===== config.mk =====
export PLATFORM = sky130hd
export DESIGN_NAME = best_fit_block_pool_allocator_top
export DESIGN_NICKNAME = d
export VERILOG_FILES = /design/src/rtl/bfa_pkg.sv /design/src/rtl/bfa_mem.sv /design/src/rtl/bfa_ctrl.sv /design/src/rtl/best_fit_block_pool_allocator_top.sv
export SDC_FILE = /design/constraint.sdc
export NUM_CORES = 2
export LEC_CHECK = 0
export ABC_CLOCK_PERIOD_IN_PS = 21700
export BUFFER_PORTS_ARGS = -buffer_cell sky130_fd_sc_hd__buf_2
export CORE_ASPECT_RATIO = 0.7
export CORE_MARGIN = 2
export CORE_UTILIZATION = 49
export DETAILED_ROUTE_END_ITERATION = 8
export GPL_ROUTABILITY_DRIVEN = 1
export PLACE_DENSITY = 0.74
export SKIP_CTS_REPAIR_TIMING = 1
export SYNTH_ARGS = -nofsm -noshare
export SYNTH_HDL_FRONTEND = slang
export SYNTH_SLANG_ARGS = --single-unit

===== constraint.sdc =====
create_clock -name clk -period 21.7 [get_ports clk]
set_input_delay 4.34 -clock clk [delete_from_list [all_inputs] [get_ports clk]]
set_output_delay 4.34 -clock clk [all_outputs]
set_load 0.005 [all_outputs]

===== src/rtl/bfa_pkg.sv =====
package bfa_pkg;

  // Defaults for the top-level parameters
  localparam int MAX_BLOCKS_DEF = 64;
  localparam int FREE_WIDTH_DEF = 32;

  // Allocation granule in bytes, a power of two
  localparam int ALIGN_UNIT   = 8;
  localparam int DEFAULT_BASE = 512;

  // Fixed field widths
  localparam int START_W = 21;
  localparam int REQ_W   = 25;
  localparam int SIZE_W  = REQ_W + 1;
  localparam int BASE_W  = START_W + 1;
  localparam int NUM_W   = 6;
  localparam int OFF_W   = 27;

  typedef enum logic [4:0] {
    S_IDLE,
    S_LAST,
    S_LASTCMP,
    S_FFA,
    S_FFB,
    S_FFC,
    S_FFRET,
    S_NEW,
    S_NEW2,
    S_SKIPA,
    S_SKIPB,
    S_SORT0,
    S_SORT1,
    S_CHR,
    S_CHW,
    S_FIN,
    S_OUT
  } st_t;

  // Which step of the item started the current search
  typedef enum logic [1:0] {
    CALL_FIT,
    CALL_SORT,
    CALL_CHAIN
  } call_t;

  // Round a request up to the granule
  function automatic logic [SIZE_W-1:0] align_req(input logic [REQ_W-1:0] v);
    logic [SIZE_W-1:0] s;
    s = {1'b0, v} + SIZE_W'(ALIGN_UNIT - 1);
    return s & ~SIZE_W'(ALIGN_UNIT - 1);
  endfunction

  // Base block size from the start register
  function automatic logic [BASE_W-1:0] block_base(input logic [START_W-1:0] v);
    logic [BASE_W-1:0] s;
    s = {1'b0, v} + BASE_W'(ALIGN_UNIT - 1);
    if (v == '0) begin
      return BASE_W'(DEFAULT_BASE);
    end
    return s & ~BASE_W'(ALIGN_UNIT - 1);
  endfunction

endpackage


===== src/rtl/bfa_mem.sv =====
module bfa_mem
  import bfa_pkg::*;
#(
  parameter int DEPTH = MAX_BLOCKS_DEF,
  parameter int WIDTH = FREE_WIDTH_DEF + $clog2(MAX_BLOCKS_DEF)
) (
  input  logic                     clk,
  input  logic                     wr_en,
  input  logic [$clog2(DEPTH)-1:0] wr_addr,
  input  logic [WIDTH-1:0]         wr_data,
  input  logic                     rd_en,
  input  logic [$clog2(DEPTH)-1:0] rd_addr,
  output logic [WIDTH-1:0]         rd_data
);

  logic [WIDTH-1:0] mem [DEPTH];

  // Write port
  always_ff @(posedge clk) begin
    if (wr_en) begin
      mem[wr_addr] <= wr_data;
    end
  end

  // Registered read port, holds its data between reads
  always_ff @(posedge clk) begin
    if (rd_en) begin
      rd_data <= mem[rd_addr];
    end
  end

endmodule


===== src/rtl/bfa_ctrl.sv =====
module bfa_ctrl
  import bfa_pkg::*;
#(
  parameter int MAX_BLOCKS = MAX_BLOCKS_DEF,
  parameter int FREE_WIDTH = FREE_WIDTH_DEF
) (
  input  logic                                     clk,
  input  logic                                     rst_n,
  input  logic                                     cfg_wr_en,
  input  logic [START_W-1:0]                       cfg_wr_data,
  input  logic                                     in_valid,
  output logic                                     in_stall,
  input  logic [REQ_W-1:0]                         in_request_size,
  output logic                                     out_valid,
  input  logic                                     out_stall,
  output logic                                     out_granted,
  output logic [NUM_W-1:0]                         out_block_number,
  output logic [OFF_W-1:0]                         out_byte_offset,
  output logic                                     out_fresh_block,
  output logic                                     mem_wr_en,
  output logic [$clog2(MAX_BLOCKS)-1:0]            mem_wr_addr,
  output logic [FREE_WIDTH+$clog2(MAX_BLOCKS)-1:0] mem_wr_data,
  output logic                                     mem_rd_en,
  output logic [$clog2(MAX_BLOCKS)-1:0]            mem_rd_addr,
  input  logic [FREE_WIDTH+$clog2(MAX_BLOCKS)-1:0] mem_rd_data
);

  localparam int AW  = $clog2(MAX_BLOCKS);
  localparam int CW  = $clog2(MAX_BLOCKS + 1);
  localparam int FW  = FREE_WIDTH;
  localparam int DW  = $clog2($clog2(MAX_BLOCKS) + 2);
  localparam int NW  = (SIZE_W > FW + 1) ? SIZE_W : FW + 1;
  localparam int BSW = START_W + $clog2(MAX_BLOCKS) + 1;
  localparam int XW0 = (BSW > SIZE_W) ? BSW : SIZE_W;
  localparam int XW  = (XW0 > FW) ? XW0 : FW;
  localparam int YW  = (FW > SIZE_W) ? FW : SIZE_W;
  localparam int TW  = CW + 3;

  st_t               state_r, state_nxt;
  call_t             caller_r, caller_nxt;
  logic [START_W-1:0] start_r;
  logic [SIZE_W-1:0] size_r, size_nxt;
  logic [CW-1:0]     cnt_r, cnt_nxt;
  logic [CW-1:0]     fu_r, fu_nxt;
  logic [CW-1:0]     cap_r, cap_nxt;
  logic [DW-1:0]     dbl_r, dbl_nxt;
  logic [FW-1:0]     thr_r, thr_nxt;
  logic [CW-1:0]     lo_r, lo_nxt;
  logic [CW-1:0]     hp1_r, hp1_nxt;
  logic [CW-1:0]     m_r, m_nxt;
  logic [NW-1:0]     need_r, need_nxt;
  logic              ok_r, ok_nxt;
  logic [CW-1:0]     pos_r, pos_nxt;
  logic [CW-1:0]     i_r, i_nxt;
  logic [FW-1:0]     ifree_r, ifree_nxt;
  logic [AW-1:0]     keep_r, keep_nxt;
  logic [FW-1:0]     cfree_r, cfree_nxt;
  logic [AW-1:0]     cid_r, cid_nxt;
  logic [AW-1:0]     h_r, h_nxt;
  logic [FW-1:0]     tlast_r, tlast_nxt;
  logic              res_gnt_r, res_gnt_nxt;
  logic [AW-1:0]     res_id_r, res_id_nxt;
  logic [FW-1:0]     res_off_r, res_off_nxt;
  logic              res_fresh_r, res_fresh_nxt;
  logic              out_valid_r;
  logic              out_gnt_r;
  logic [NUM_W-1:0]  out_num_r;
  logic [OFF_W-1:0]  out_off_r;
  logic              out_fresh_r;

  logic [FW-1:0]     rd_free;
  logic [AW-1:0]     rd_id;
  logic              fits, size_ok, cap_full, tab_full, sort_go, chain_brk, skip_hit;
  logic              out_load;
  logic [CW-1:0]     m_inc;
  logic [CW:0]       msum;
  logic [CW:0]       cap2;
  logic [CW-1:0]     ncap;
  logic [TW-1:0]     fu3, cap2x;
  logic [BSW-1:0]    bsize;
  logic [XW-1:0]     bmax;
  logic [FW-1:0]     nf_new, nf_hit;

  // Shared conditions of the datapath
  assign rd_free   = mem_rd_data[FW-1:0];
  assign rd_id     = mem_rd_data[FW+AW-1:FW];
  assign fits      = NW'(rd_free) >= need_r;
  assign size_ok   = NW'(size_r) <= NW'(rd_free);
  assign m_inc     = m_r + CW'(1);
  assign msum      = (CW+1)'(lo_r) + (CW+1)'(hp1_r) - (CW+1)'(1);
  assign cap_full  = cnt_r == cap_r;
  assign tab_full  = (cnt_r >= CW'(MAX_BLOCKS)) ||
                     (cap_full && (cap_r >= CW'(MAX_BLOCKS)));
  assign sort_go   = ok_r && (pos_r < i_r);
  assign chain_brk = ((CW'(h_r) + CW'(1)) == i_r) || (rd_free == tlast_r);
  assign skip_hit  = rd_free <= thr_r;
  assign out_load  = (state_r == S_OUT) && (!out_valid_r || !out_stall);

  // Capacity growth and skip-threshold test: fu < 2*cap/3 as 3*fu+3 <= 2*cap
  assign cap2  = {cap_r, 1'b0};
  assign ncap  = (cap_r == '0) ? CW'(1) :
                 ((cap2 > (CW+1)'(MAX_BLOCKS)) ? CW'(MAX_BLOCKS) : cap2[CW-1:0]);
  assign fu3   = TW'(fu_r) * TW'(3) + TW'(3);
  assign cap2x = TW'(cap_r) << 1;

  // New block size and the free space left in it
  assign bsize  = BSW'(block_base(start_r) >> 1) << dbl_r;
  assign bmax   = (XW'(bsize) < XW'(size_r)) ? XW'(size_r) : XW'(bsize);
  assign nf_new = FW'(bmax - XW'(size_r));
  assign nf_hit = FW'(YW'(rd_free) - YW'(size_r));

  // Next state
  always_comb begin
    state_nxt = state_r;
    case (state_r)
      S_IDLE:    if (in_valid) state_nxt = (cnt_r != '0) ? S_LAST : S_NEW;
      S_LAST:    state_nxt = S_LASTCMP;
      S_LASTCMP: state_nxt = size_ok ? S_FFA : S_NEW;
      S_FFA:     state_nxt = S_FFB;
      S_FFB: begin
        if (!fits) begin
          if (hp1_r <= m_inc) begin
            state_nxt = (m_inc < cnt_r) ? S_FFC : S_FFRET;
          end else begin
            state_nxt = S_FFA;
          end
        end else begin
          state_nxt = (m_r <= lo_r) ? S_FFRET : S_FFA;
        end
      end
      S_FFC:     state_nxt = S_FFRET;
      S_FFRET: begin
        case (caller_r)
          CALL_FIT:   state_nxt = ok_r ? S_SORT0 : S_NEW;
          CALL_SORT:  state_nxt = sort_go ? S_CHR : S_OUT;
          CALL_CHAIN: state_nxt = S_CHR;
          default:    state_nxt = S_OUT;
        endcase
      end
      S_NEW:     state_nxt = tab_full ? S_OUT : S_NEW2;
      S_NEW2:    state_nxt = S_SKIPA;
      S_SKIPA:   state_nxt = (fu_r < cnt_r) ? S_SKIPB : S_SORT0;
      S_SKIPB:   state_nxt = skip_hit ? S_SKIPA : S_SORT0;
      S_SORT0:   state_nxt = (i_r == '0) ? S_OUT : S_SORT1;
      S_SORT1:   state_nxt = S_FFA;
      S_CHR:     state_nxt = S_CHW;
      S_CHW:     state_nxt = chain_brk ? S_FIN : S_FFA;
      S_FIN:     state_nxt = S_OUT;
      S_OUT:     if (!out_valid_r || !out_stall) state_nxt = S_IDLE;
      default:   state_nxt = S_IDLE;
    endcase
  end

  // Datapath and memory controls
  always_comb begin
    caller_nxt    = caller_r;
    size_nxt      = size_r;
    cnt_nxt       = cnt_r;
    fu_nxt        = fu_r;
    cap_nxt       = cap_r;
    dbl_nxt       = dbl_r;
    thr_nxt       = thr_r;
    lo_nxt        = lo_r;
    hp1_nxt       = hp1_r;
    m_nxt         = m_r;
    need_nxt      = need_r;
    ok_nxt        = ok_r;
    pos_nxt       = pos_r;
    i_nxt         = i_r;
    ifree_nxt     = ifree_r;
    keep_nxt      = keep_r;
    cfree_nxt     = cfree_r;
    cid_nxt       = cid_r;
    h_nxt         = h_r;
    tlast_nxt     = tlast_r;
    res_gnt_nxt   = res_gnt_r;
    res_id_nxt    = res_id_r;
    res_off_nxt   = res_off_r;
    res_fresh_nxt = res_fresh_r;
    mem_wr_en     = 1'b0;
    mem_wr_addr   = '0;
    mem_wr_data   = '0;
    mem_rd_en     = 1'b0;
    mem_rd_addr   = '0;
    case (state_r)
      S_IDLE: begin
        if (in_valid) size_nxt = align_req(in_request_size);
      end
      S_LAST: begin
        mem_rd_en   = 1'b1;
        mem_rd_addr = AW'(cnt_r - CW'(1));
      end
      S_LASTCMP: begin
        // Largest block fits: search for the best one
        if (size_ok) begin
          need_nxt   = NW'(size_r);
          lo_nxt     = fu_r;
          hp1_nxt    = cnt_r;
          ok_nxt     = 1'b0;
          caller_nxt = CALL_FIT;
        end
      end
      S_FFA: begin
        m_nxt       = msum[CW:1];
        mem_rd_en   = 1'b1;
        mem_rd_addr = AW'(msum[CW:1]);
      end
      S_FFB: begin
        if (!fits) begin
          lo_nxt = m_inc;
          if (hp1_r <= m_inc) begin
            m_nxt = m_inc;
            if (m_inc < cnt_r) begin
              mem_rd_en   = 1'b1;
              mem_rd_addr = AW'(m_inc);
            end
          end
        end else begin
          hp1_nxt = m_r;
          if (m_r <= lo_r) begin
            ok_nxt  = 1'b1;
            pos_nxt = m_r;
          end
        end
      end
      S_FFC: begin
        ok_nxt  = fits;
        pos_nxt = m_r;
      end
      S_FFRET: begin
        case (caller_r)
          CALL_FIT: begin
            // Carve from the top of the found block
            if (ok_r) begin
              mem_wr_en     = 1'b1;
              mem_wr_addr   = AW'(pos_r);
              mem_wr_data   = {rd_id, nf_hit};
              res_gnt_nxt   = 1'b1;
              res_id_nxt    = rd_id;
              res_off_nxt   = nf_hit;
              res_fresh_nxt = 1'b0;
              i_nxt         = pos_r;
              ifree_nxt     = nf_hit;
              keep_nxt      = rd_id;
            end
          end
          CALL_SORT: begin
            if (sort_go) begin
              cfree_nxt = ifree_r;
              cid_nxt   = keep_r;
              h_nxt     = AW'(pos_r);
            end else begin
              mem_wr_en   = 1'b1;
              mem_wr_addr = AW'(i_r);
              mem_wr_data = {keep_r, ifree_r};
            end
          end
          CALL_CHAIN: begin
            h_nxt = ok_r ? AW'(pos_r) : '0;
          end
          default: begin
          end
        endcase
      end
      S_NEW: begin
        if (tab_full) begin
          res_gnt_nxt   = 1'b0;
          res_id_nxt    = '0;
          res_off_nxt   = '0;
          res_fresh_nxt = 1'b0;
        end else if (cap_full) begin
          cap_nxt = ncap;
          dbl_nxt = dbl_r + DW'(1);
          if (fu3 <= cap2x) begin
            thr_nxt = (thr_r != '0) ? (thr_r << 1) : FW'(ALIGN_UNIT);
          end
        end
      end
      S_NEW2: begin
        // Append a block at the end of the table
        mem_wr_en     = 1'b1;
        mem_wr_addr   = AW'(cnt_r);
        mem_wr_data   = {AW'(cnt_r), nf_new};
        res_gnt_nxt   = 1'b1;
        res_id_nxt    = AW'(cnt_r);
        res_off_nxt   = nf_new;
        res_fresh_nxt = 1'b1;
        i_nxt         = cnt_r;
        ifree_nxt     = nf_new;
        keep_nxt      = AW'(cnt_r);
        cnt_nxt       = cnt_r + CW'(1);
      end
      S_SKIPA: begin
        if (fu_r < cnt_r) begin
          mem_rd_en   = 1'b1;
          mem_rd_addr = AW'(fu_r);
        end
      end
      S_SKIPB: begin
        if (skip_hit) fu_nxt = fu_r + CW'(1);
      end
      S_SORT0: begin
        if (i_r != '0) begin
          mem_rd_en   = 1'b1;
          mem_rd_addr = AW'(i_r - CW'(1));
        end
      end
      S_SORT1: begin
        // Park the left neighbor's space in the entry, then find its new place
        mem_wr_en   = 1'b1;
        mem_wr_addr = AW'(i_r);
        mem_wr_data = {keep_r, rd_free};
        tlast_nxt   = rd_free;
        need_nxt    = NW'(ifree_r) + NW'(1);
        lo_nxt      = fu_r;
        hp1_nxt     = cnt_r;
        ok_nxt      = 1'b0;
        caller_nxt  = CALL_SORT;
      end
      S_CHR: begin
        mem_rd_en   = 1'b1;
        mem_rd_addr = h_r;
      end
      S_CHW: begin
        // Drop the carried entry at the run head, pick up the old one
        mem_wr_en   = 1'b1;
        mem_wr_addr = h_r;
        mem_wr_data = {cid_r, cfree_r};
        cfree_nxt   = rd_free;
        cid_nxt     = rd_id;
        if (!chain_brk) begin
          need_nxt   = NW'(rd_free) + NW'(1);
          lo_nxt     = fu_r;
          hp1_nxt    = cnt_r;
          ok_nxt     = 1'b0;
          caller_nxt = CALL_CHAIN;
        end
      end
      S_FIN: begin
        mem_wr_en   = 1'b1;
        mem_wr_addr = AW'(i_r);
        mem_wr_data = {cid_r, cfree_r};
      end
      default: begin
      end
    endcase
  end

  // Control registers
  always_ff @(posedge clk) begin
    if (!rst_n) begin
      state_r     <= S_IDLE;
      start_r     <= '0;
      cnt_r       <= '0;
      fu_r        <= '0;
      cap_r       <= '0;
      dbl_r       <= '0;
      thr_r       <= '0;
      out_valid_r <= 1'b0;
    end else begin
      state_r <= state_nxt;
      if (cfg_wr_en) start_r <= cfg_wr_data;
      cnt_r   <= cnt_nxt;
      fu_r    <= fu_nxt;
      cap_r   <= cap_nxt;
      dbl_r   <= dbl_nxt;
      thr_r   <= thr_nxt;
      if (out_load) begin
        out_valid_r <= 1'b1;
      end else if (!out_stall) begin
        out_valid_r <= 1'b0;
      end
    end
  end

  // Payload registers
  always_ff @(posedge clk) begin
    caller_r    <= caller_nxt;
    size_r      <= size_nxt;
    lo_r        <= lo_nxt;
    hp1_r       <= hp1_nxt;
    m_r         <= m_nxt;
    need_r      <= need_nxt;
    ok_r        <= ok_nxt;
    pos_r       <= pos_nxt;
    i_r         <= i_nxt;
    ifree_r     <= ifree_nxt;
    keep_r      <= keep_nxt;
    cfree_r     <= cfree_nxt;
    cid_r       <= cid_nxt;
    h_r         <= h_nxt;
    tlast_r     <= tlast_nxt;
    res_gnt_r   <= res_gnt_nxt;
    res_id_r    <= res_id_nxt;
    res_off_r   <= res_off_nxt;
    res_fresh_r <= res_fresh_nxt;
    if (out_load) begin
      out_gnt_r   <= res_gnt_r;
      out_num_r   <= NUM_W'(res_id_r);
      out_off_r   <= OFF_W'(res_off_r);
      out_fresh_r <= res_fresh_r;
    end
  end

  assign in_stall         = state_r != S_IDLE;
  assign out_valid        = out_valid_r;
  assign out_granted      = out_gnt_r;
  assign out_block_number = out_num_r;
  assign out_byte_offset  = out_off_r;
  assign out_fresh_block  = out_fresh_r;

endmodule


===== src/rtl/best_fit_block_pool_allocator_top.sv =====
// Flow of an accepted beat: the first block is appended directly; else the last block is read
// and, if the request fits, a search finds the best block; else a full table refuses it, or a
// new block is appended and skip checks run. The re-sort then moves entries run by run with a
// search between runs. A search reads one entry per probe and one more after a final miss.
// Throughput: one item at a time; the next beat is taken the cycle after the result loads.
// Reset: synchronous rst_n clears counters, threshold and start size; table memory is not.
module best_fit_block_pool_allocator_top
  import bfa_pkg::*;
#(
  parameter int MAX_BLOCKS = MAX_BLOCKS_DEF,
  parameter int FREE_WIDTH = FREE_WIDTH_DEF
) (
  input  logic               clk,
  input  logic               rst_n,
  input  logic               cfg_wr_en,
  input  logic [START_W-1:0] cfg_wr_data,
  input  logic               in_valid,
  output logic               in_stall,
  input  logic [REQ_W-1:0]   in_request_size,
  output logic               out_valid,
  input  logic               out_stall,
  output logic               out_granted,
  output logic [NUM_W-1:0]   out_block_number,
  output logic [OFF_W-1:0]   out_byte_offset,
  output logic               out_fresh_block
);

  localparam int AW = $clog2(MAX_BLOCKS);
  localparam int MW = FREE_WIDTH + AW;

  logic          mem_wr_en, mem_rd_en;
  logic [AW-1:0] mem_wr_addr, mem_rd_addr;
  logic [MW-1:0] mem_wr_data, mem_rd_data;

  bfa_ctrl #(
    .MAX_BLOCKS (MAX_BLOCKS),
    .FREE_WIDTH (FREE_WIDTH)
  ) u_ctrl (
    .clk              (clk),
    .rst_n            (rst_n),
    .cfg_wr_en        (cfg_wr_en),
    .cfg_wr_data      (cfg_wr_data),
    .in_valid         (in_valid),
    .in_stall         (in_stall),
    .in_request_size  (in_request_size),
    .out_valid        (out_valid),
    .out_stall        (out_stall),
    .out_granted      (out_granted),
    .out_block_number (out_block_number),
    .out_byte_offset  (out_byte_offset),
    .out_fresh_block  (out_fresh_block),
    .mem_wr_en        (mem_wr_en),
    .mem_wr_addr      (mem_wr_addr),
    .mem_wr_data      (mem_wr_data),
    .mem_rd_en        (mem_rd_en),
    .mem_rd_addr      (mem_rd_addr),
    .mem_rd_data      (mem_rd_data)
  );

  bfa_mem #(
    .DEPTH (MAX_BLOCKS),
    .WIDTH (MW)
  ) u_mem (
    .clk     (clk),
    .wr_en   (mem_wr_en),
    .wr_addr (mem_wr_addr),
    .wr_data (mem_wr_data),
    .rd_en   (mem_rd_en),
    .rd_addr (mem_rd_addr),
    .rd_data (mem_rd_data)
  );

endmodule


==> run metrics <==
status=finished, violations left; violated checks=capacitance limit, slew limit; Die H=419 microns; Clock transition at path regs=0.07 ns; met2 routed WL=162000 microns; CP max FO=64; port buffer count=87; crit-path most repeated cell=a21o_1; largest family of logic cells by synthesized area=simple AND/OR/NAND/NOR gates; Req. time, crit path=22.16 ns; switching share of power=0.435; Switch Pwr=8.45 mW; met3 wire length=69200 microns; global placer's final weighted congestion=0.991; clock root buffer=clkbuf_16; layout cells sized above 1=0.0906; M1 wire length=148000 microns; clk_skew=0.0945 ns; Hold WC Path Type=register to register; combinational power share=0.433; Worst Slack Setup Final=11.93 ns; Fmax achieved=102 MHz; Seq pwr share=0.340; critical path's largest stage delay=1.08 ns; ys flop type=edfxtp_1; mux contribution to synthesized area=0.0268; EDFF count, synth=2748; Tot GR Track Use=0.311; min Tclk post-route=9.77 ns; final setup vio count=0; Starting DRT DRC Count=15900; dpl ws=12.30 ns; sequential area share after synthesis=0.699; Die Wd=596 microns; Cell Area, Synth=120000 sq um; fraction of the mapped netlist area in compound gates=0.0511; Placed Cells=12700; CTS tree=built; initial antenna violation count=37; post-synthesis simple-gate area fraction=0.164; H-tree depth=4; P per Cell Area=145 nW/um^2; share of synthesized flip-flops with an asynchronous set or reset=0; register bit total from synthesis=2828; Die ar.=250000 sq um; Netlist cell types=82; Crit. End Element=register; final setup TNS=0 ns; # DRC=0; pin slew with the least headroom to its limit=1.61 ns; CP max stage cell=a221o_2; final cell count without fillers=13200; Via-to-Cell Ratio=6.43; Synth Area in Adders=0.0216; crit share post-route=0.450; fillcell total=19400; fin. max-slew vios=2; max cap viols=1; post-route ant nets=0; Num CTS Buffers=245; critical path type=register to register; xor/xnor share of the synthesized area=0.0128; 1st-pass router iterations=9; vias in the first global route=78200; Critical Path AT=10.23 ns; cell count after synthesis=9691; DP HPWL=232000 microns; vias post-DR=84700; first-pass GRT wire length=558000 microns; Clock Sink Count=2828; syn nets=9947; Layout area overhead=11.0%; yosys warns=0; Congestion Overflow GR=0; power share of the clock group=0.227; routed wire length=397000 microns; relative slew slack=-0.0775; RSZ-0062 raised after global routing=no; Leak=47.7 nW; Starting Density=0.492; syn_area_per_cell=12.4 sq um; core area=245000 sq um; # IOs=88; drt wl/cell=30.1 microns; Core Rows=152; startpoint types=register; Final Hold Viols=0; Worst-Skew Late Latency=0.93 ns; CTS max path bufs=4; Worst VDD drop=220 uV; Int Pwr=11.0 mW; DR top layer=met5; Final #Nets=9987; largest net degree at the start of global routing=170
per-stage QoR:
stage	cell area, sq um	power [mW]	hold slack (ns)	util
2_1_floorplan	120000	11.1	0.400	-
3_3_place_gp	126000	14.4	0.405	0.514
3_5_place_dp	126000	14.6	0.405	0.514
4_1_cts	134000	18.9	0.396	0.546
5_1_grt	134000	20.0	0.388	0.546
6_report	134000	19.4	0.393	0.546
cells in the final DEF, fill, tap and decap left out, types with 18 or more instances in the layout:
master | synthesis | final
mux2i_1 | 275 | 275
nand3_1 | 1397 | 1394
nor3_1 | 47 | 43
or3_1 | 27 | 27
and3_1 | 18 | 18
nor4_1 | 25 | 24
nand2b_1 | 19 | 19
nor2_1 | 223 | 157
clkbuf_16 | 0 | 247
bufinv_16 | 0 | 28
nand4_1 | 127 | 127
or4_1 | 41 | 41
o21a_1 | 23 | 21
diode_2 | 0 | 18
ha_1 | 202 | 202
a222oi_1 | 18 | 18
dfxtp_1 | 80 | 80
nand2_1 | 2427 | 2424
nor2b_1 | 48 | 47
buf_4 | 1 | 264
a311oi_2 | 0 | 19
a21oi_1 | 188 | 185
nor2_4 | 0 | 66
clkbuf_1 | 477 | 52
o211ai_1 | 36 | 36
o21ai_0 | 191 | 183
xor2_1 | 45 | 45
inv_1 | 202 | 201
a311oi_1 | 109 | 89
clkinv_1 | 0 | 43
buf_2 | 42 | 87
mux2_2 | 42 | 42
clkinv_2 | 0 | 48
edfxtp_1 | 2748 | 2748
xnor2_1 | 131 | 131
a211oi_1 | 53 | 51
and2_1 | 51 | 51
a32oi_1 | 48 | 48
a22oi_1 | 33 | 33
a21o_1 | 73 | 72
cells by family (layout without fill, tap and decap cells):
kind of cell,Yosys count,in the layout
xor+xnor,176,176
fa+ha+maj,206,206
mux,317,317
simple gates,4492,4492
other cells,0,18
flops,2828,2828
compound gates,903,903
buf+inv,769,1002
flip-flops by register name (all words and copies together) (netlist names), 7 cells and up:
name                    cells
u_ctrl.lo_r                 7
u_ctrl.cfree_r             32
u_ctrl.res_off_r           27
u_mem.mem                2432
u_ctrl.cnt_r                7
u_ctrl.size_r              23
u_ctrl.fu_r                 7
u_ctrl.cap_r                7
u_ctrl.tlast_r             32
u_ctrl.m_r                  7
u_ctrl.need_r              33
u_ctrl.start_r             21
u_ctrl.pos_r                7
u_ctrl.ifree_r             32
u_ctrl.hp1_r                7
u_ctrl.i_r                  7
u_mem.rd_data              38
u_ctrl.out_byte_offset     27
u_ctrl.thr_r               29
final cells by class:
type	count	area (sq um)	share of cell area
Clock inverter	140	1420	0.0106
Timing Repair Buffer	359	2570	0.0193
Sequential cell	2828	84100	0.629
Antenna cell	18	45.0	0.000337
Clock buffer	300	6390	0.0478
Inverter	203	774	0.00580
Multi-Input combinational cell	6094	34300	0.256
Tap cell	3234	4050	0.0303
routing by layer:
metal	up-vias	track usage
met5	-	0
met4	34	0.123
met3	1020	0.121
met2	6851	0.432
met1	41300	0.436
li1	35600	-
synth_stat cells, drive strengths merged, types with 7 or more instances:
cell type	instances	area [sq um]
edfxtp	2748	82500
nand2	2427	9110
nand3	1397	6990
clkbuf	477	1790
mux2i	275	2750
nor2	226	856
ha	202	2530
inv	202	758
o21ai	193	970
a21oi	188	941
xnor2	131	1150
nand4	127	795
a311oi	109	955
buf	89	405
dfxtp	80	1600
a21o	73	548
a211oi	53	398
and2	52	325
nor3	50	265
a32oi	48	420
nor2b	48	300
xor2	45	394
or4	44	342
mux2	42	473
o211ai	36	270
a22oi	33	248
or3	29	191
nor4	25	156
o21a	23	173
nand2b	19	119
a222oi	18	180
and3	18	113
a31oi	15	93.8
o22ai	14	87.6
a21boi	12	90.1
o21bai	11	82.6
o31ai	10	88.8
o221ai	9	78.8
or2	9	56.3
a211o	7	61.3
worst paths after layout:
path / cells after the start / start / slack (ns) / endpoint
worst max register to register: 34 / u_ctrl.start_r[0] / 11.93 / u_mem.mem[43][24]
worst max-delay path: 34 / u_ctrl.start_r[0] / 11.93 / u_mem.mem[43][24]
worst min-delay path: 0 / u_ctrl.res_off_r[23] / 0.39 / u_ctrl.out_byte_offset[23]
worst min register to register: 0 / u_ctrl.res_off_r[23] / 0.39 / u_ctrl.out_byte_offset[23]
power groups by stage:
stage | sequential, mW | clock, mW | combinational (mW)
after detailed placement | 6.70 | 0 | 7.89
final | 6.60 | 4.40 | 8.41
after CTS | 6.59 | 4.41 | 7.94
after floorplan | 6.60 | 0 | 4.52
after global placement | 6.70 | 0 | 7.74
after global routing | 6.60 | 4.62 | 8.73
critical path: cells and delay by family (launching register included):
family,cells,cell delay [ns]
AO/OA/AOI/OAI,18,5.00
multiplexers,2,0.68
AND/OR/NAND/NOR,10,1.98
XOR/XNOR,1,0.26
buffers and inverters,1,0.37
flip-flops,1,0.34
adder cells (fa/ha/maj),2,0.66
Note: power is estimated with default switching activity, not from simulation.
